## src/design/apcm_pkg.sv

```systemverilog
// ----------------------------------------------------------------------------
// apcm_pkg: shared types and constants of the palette color mapper
// Match kind codes, fixed field widths and the controller/datapath links.
// ----------------------------------------------------------------------------
package apcm_pkg;

  localparam int unsigned CHAN_W  = 8;   // one color component
  localparam int unsigned INDEX_W = 8;   // color_index port
  localparam int unsigned KIND_W  = 2;   // match_kind port
  localparam int unsigned DIST_W  = 18;  // squared_distance port
  localparam int unsigned SIZE_W  = 9;   // palette_size register
  localparam int unsigned SQ_W    = 2 * CHAN_W;

  localparam logic [SIZE_W-1:0] PALETTE_SIZE_RESET = 9'd256;

  localparam logic [KIND_W-1:0] KIND_EXACT   = 2'd0;
  localparam logic [KIND_W-1:0] KIND_NEW     = 2'd1;
  localparam logic [KIND_W-1:0] KIND_NEAREST = 2'd2;

  // controller -> datapath
  typedef struct packed {
    logic load;    // capture pixel, rewind address, clear best candidate
    logic scan;    // issue one palette read and advance the address
    logic finish;  // resolve the request, append on a miss if there is room, strobe result
  } apcm_cmd_t;

  // datapath -> controller
  typedef struct packed {
    logic used_zero;  // palette is empty
    logic scan_last;  // current address is the last entry in use
    logic pipe_busy;  // a read or a distance is still in flight
  } apcm_status_t;

endpackage

```

## src/design/apcm_ctrl.sv

```systemverilog
// ----------------------------------------------------------------------------
// apcm_ctrl: sequencer of the palette color mapper
// Walks one request through load, scan, pipeline drain and finish (empty palette: load, finish).
// ----------------------------------------------------------------------------
module apcm_ctrl (
  input  logic                  clk,
  input  logic                  rst,
  input  logic                  start,
  output logic                  busy,
  input  apcm_pkg::apcm_status_t status,
  output apcm_pkg::apcm_cmd_t    cmd
);
  import apcm_pkg::*;

  typedef enum logic [1:0] {
    ST_IDLE,
    ST_SCAN,
    ST_DRAIN,
    ST_FINISH
  } state_t;

  state_t state;

  assign busy = (state != ST_IDLE);

  always_comb begin
    cmd        = '0;
    cmd.load   = (state == ST_IDLE) && start;
    cmd.scan   = (state == ST_SCAN);
    cmd.finish = (state == ST_FINISH);
  end

  always_ff @(posedge clk) begin
    if (rst) begin
      state <= ST_IDLE;
    end else begin
      case (state)
        ST_IDLE: begin
          if (start) begin
            state <= status.used_zero ? ST_FINISH : ST_SCAN;
          end
        end
        ST_SCAN: begin
          if (status.scan_last) begin
            state <= ST_DRAIN;
          end
        end
        ST_DRAIN: begin
          if (!status.pipe_busy) begin
            state <= ST_FINISH;
          end
        end
        ST_FINISH: begin
          state <= ST_IDLE;
        end
        default: begin
          state <= ST_IDLE;
        end
      endcase
    end
  end

endmodule

```

## config.mk

```make
export PLATFORM = sky130hd
export DESIGN_NAME = apcm_ctrl
export DESIGN_NICKNAME = d
export VERILOG_FILES = /design/src/design/apcm_pkg.sv /design/src/design/apcm_ctrl.sv
export SDC_FILE = /design/constraint.sdc
export NUM_CORES = 1
export LEC_CHECK = 0
export BUFFER_PORTS_ARGS = -buffer_cell sky130_fd_sc_hd__buf_2
export CAP_MARGIN = 20
export CORE_AREA = 2 2 39 41
export CTS_BUF_LIST = sky130_fd_sc_hd__clkbuf_16
export DETAILED_ROUTE_END_ITERATION = 16
export DIE_AREA = 0 0 41 43
export GPL_ROUTABILITY_DRIVEN = 1
export GPL_TIMING_DRIVEN = 0
export PLACE_DENSITY_LB_ADDON = 0.08
export REMOVE_ABC_BUFFERS = 1
export SLEW_MARGIN = 20
export SYNTH_ARGS = -nofsm -noshare
export SYNTH_HDL_FRONTEND = slang
export SYNTH_SLANG_ARGS = --single-unit
```

## constraint.sdc

```tcl
create_clock -name clk -period 1.6 [get_ports clk]
set_clock_uncertainty 0.1 [all_clocks]
set_input_delay 0.08 -clock clk [delete_from_list [all_inputs] [get_ports clk]]
set_output_delay 0.08 -clock clk [all_outputs]
set_load 0.005 [all_outputs]
```

==> metrics <==
hold depth=3; Lkg Pwr=0.1762 nW; Synth cell types=13; number of H-tree levels=1; Worst path depth=5; layout cells sized above 1=0.4412; minimum clock period=1439 ps; cell taking the most area after synthesis=ha_1; largest cells by area after synthesis=ha_1 32%, dfxtp_1 20%, a211oi_2 6.4%; Mapped Cells=21; post-synth top area share=0.3185; Clock Path Buffers=2; Post-Synth XOR/XNOR Area=0; insertion delay to the later sink of the worst-skew pair=220 ps; placed inst area=around 260 um^2; Post-synth ARST share=0; number of antenna diodes=0; post-route ant nets=0; Final Wtd Congestion=0.6319; clock sink count=2; row cnt=14; FF-to-FF path depth=5; Fillers=157; initial antenna violation count=0; pin count of the biggest net entering global routing=5; Psw=0.1970 mW; RR Startpoint=state[1]; status=finished clean; buffers plus inverters on the worst setup path=1; CP max FO=4; Avg Inst Size Synth=9.354 um^2; largest family of logic cells by synthesized area=adder cells; register area share after synthesis=0.2038; Synth Area in Compound Gates=0.1656; Die Y=43 um; CTS buffer count=3; Top Registers=state x2; clock root cell=clkbuf_16; Post-synth EDFFs=0; setup bufs post-CTS=0; first-pass GRT wire length=731 um; post-route cell area=346.6 um^2; Post-CTS Hold Fix Bufs=1; clock share of power=0.515; ys flop type=dfxtp_1; core area=1384 um^2; mux share of post-synthesis cell area=0.05096; total track usage=0.06707; CP max stage delay=330 ps; TritonCTS clock tree=done; setup TNS=0 ps; slowest CP cell=dfxtp_1; vias in the first global route=184; Resized cells post-CTS=0; Vias/cell=3.520; Die W=41 um; post-synthesis simple-gate area fraction=0.2038; IO Pins=10; fin. max-slew vios=0; Adder-Cell Fraction of Synth Area=0.3185; P_int=0.5217 mW; Seq cells post-synth=2; NumNets Final=47; die area=1763 um^2; synth cell count leaders=5 x ha_1, 3 x inv_1, 2 x a31oi_1, 2 x dfxtp_1; WS Path Type=reg -> reg; Max IR drop VDD=approximately 0.84 mV; # DRC=0; RSZ-0062 raised after global routing=no; final setup violation count=0; DRT Pass-1 Iters=3; Hold Vio Cnt, Final=0; Detailed Route WL=440 um; Final Cycle Share=0.8992; post-route worst setup slack=roughly 160 ps; Gate power share=0.354; Worst slew margin=0.8778; Layout area overhead=76.43%; clock-pin slew on the worst setup and hold paths=30 ps; Setup crit start=state[1]; dpl ws=approximately 150 ps; most common cell in the synthesized netlist=ha_1; sequential share of power=0.131; Worst Min Path Start=status[2]; vias post-DR=176; fmax=695.1 MHz; grt ovf=0; HP Class=in -> reg; Worst setup SP type=flip-flop; CP Data Arrival Time=1440 ps; Largest register FFs=2; Top Family by Delay on Critical Path=simple AND/OR/NAND/NOR gates; Sw Ratio=0.2740; wire length per cell=8.800 um; Worst Path Required=1610 ps; YS warnings=0; worst path cell trace=inv_1 -> ha_1 -> or2b_1 -> and3_4 -> o21a_1; worst hold slack=172.4 ps; synthesized area=slightly below 200 um^2; Buffers on Ports=9; initial core utilization=0.1420; max-cap violation count=0; Crit. End Element=flip-flop; Largest Register=state; Power Density=2074 nW/um^2; Worst-Margin Slew=178.2 ps; initial DRC count=1
==> power groups by stage <==
stage	Combinational (mW)	Sequential (mW)	Clock, mW
2_1_floorplan	0.188	0.0883	0
3_3_place_gp	0.260	0.0971	0
3_5_place_dp	0.259	0.0959	0
4_1_cts	0.262	0.0952	0.376
5_1_grt	0.299	0.100	0.386
6_report	0.254	0.0943	0.370
==> cell families after synthesis <==
family,Yosys count
compound gates,4
fa+ha+maj,5
buf+inv,3
flops,2
mux,1
simple gates,6
==> layer usage <==
layer | vias up | wire [um] | track usage
li1 | 96 | - | -
met1 | 74 | 211 | 0.08280
met2 | 6 | 188 | 0.08125
met3 | 0 | 40 | 0.04712
met4 | 0 | 0 | 0.04000
met5 | - | 0 | 0
==> area by class of cell <==
class	instances	area, um^2	share of cell area
Multi-Input combinational cell	16	145.1	0.4188
Clock buffer	3	75.07	0.2166
Sequential cell	2	40.04	0.1155
Tap cell	16	20.02	0.05776
Inverter	3	11.26	0.03249
Timing Repair Buffer	10	55.05	0.1588
==> metrics by stage <==
step                utilization  std cells  power, mW
global placement         0.1890         46     0.3570
finish                   0.2505         50     0.7187
global route             0.2505         50     0.7857
floorplan                     -         21     0.2765
CTS                      0.2505         50     0.7328
detailed placement       0.1890         46     0.3550
==> path summary, 6_finish.rpt <==
kind	to	slack, ps
hold reg to reg	state[0]	440
hold / removal	state[1]	170
setup / recovery	state[0]	160
setup reg to reg	state[0]	160
==> worst register-to-register path, stage by stage (launching register included) <==
cell and delay (ps):
dfxtp_1 330, inv_1 120, ha_1 190, or2b_1 270, and3_4 170, o21a_1 160
==> placed cells by master, fill, tap and decap left out <==
master / instances
or2b_1: 1
clkbuf_16: 3
dfxtp_1: 2
and2_2: 1
buf_2: 9
nand2b_1: 1
a211oi_2: 1
o21a_1: 1
nor2_1: 1
nand2_1: 1
and3_4: 1
a31oi_1: 2
inv_1: 3
mux2i_1: 1
ha_1: 5
dlygate4sd3_1: 1
Note: power is estimated with default switching activity, not from simulation.
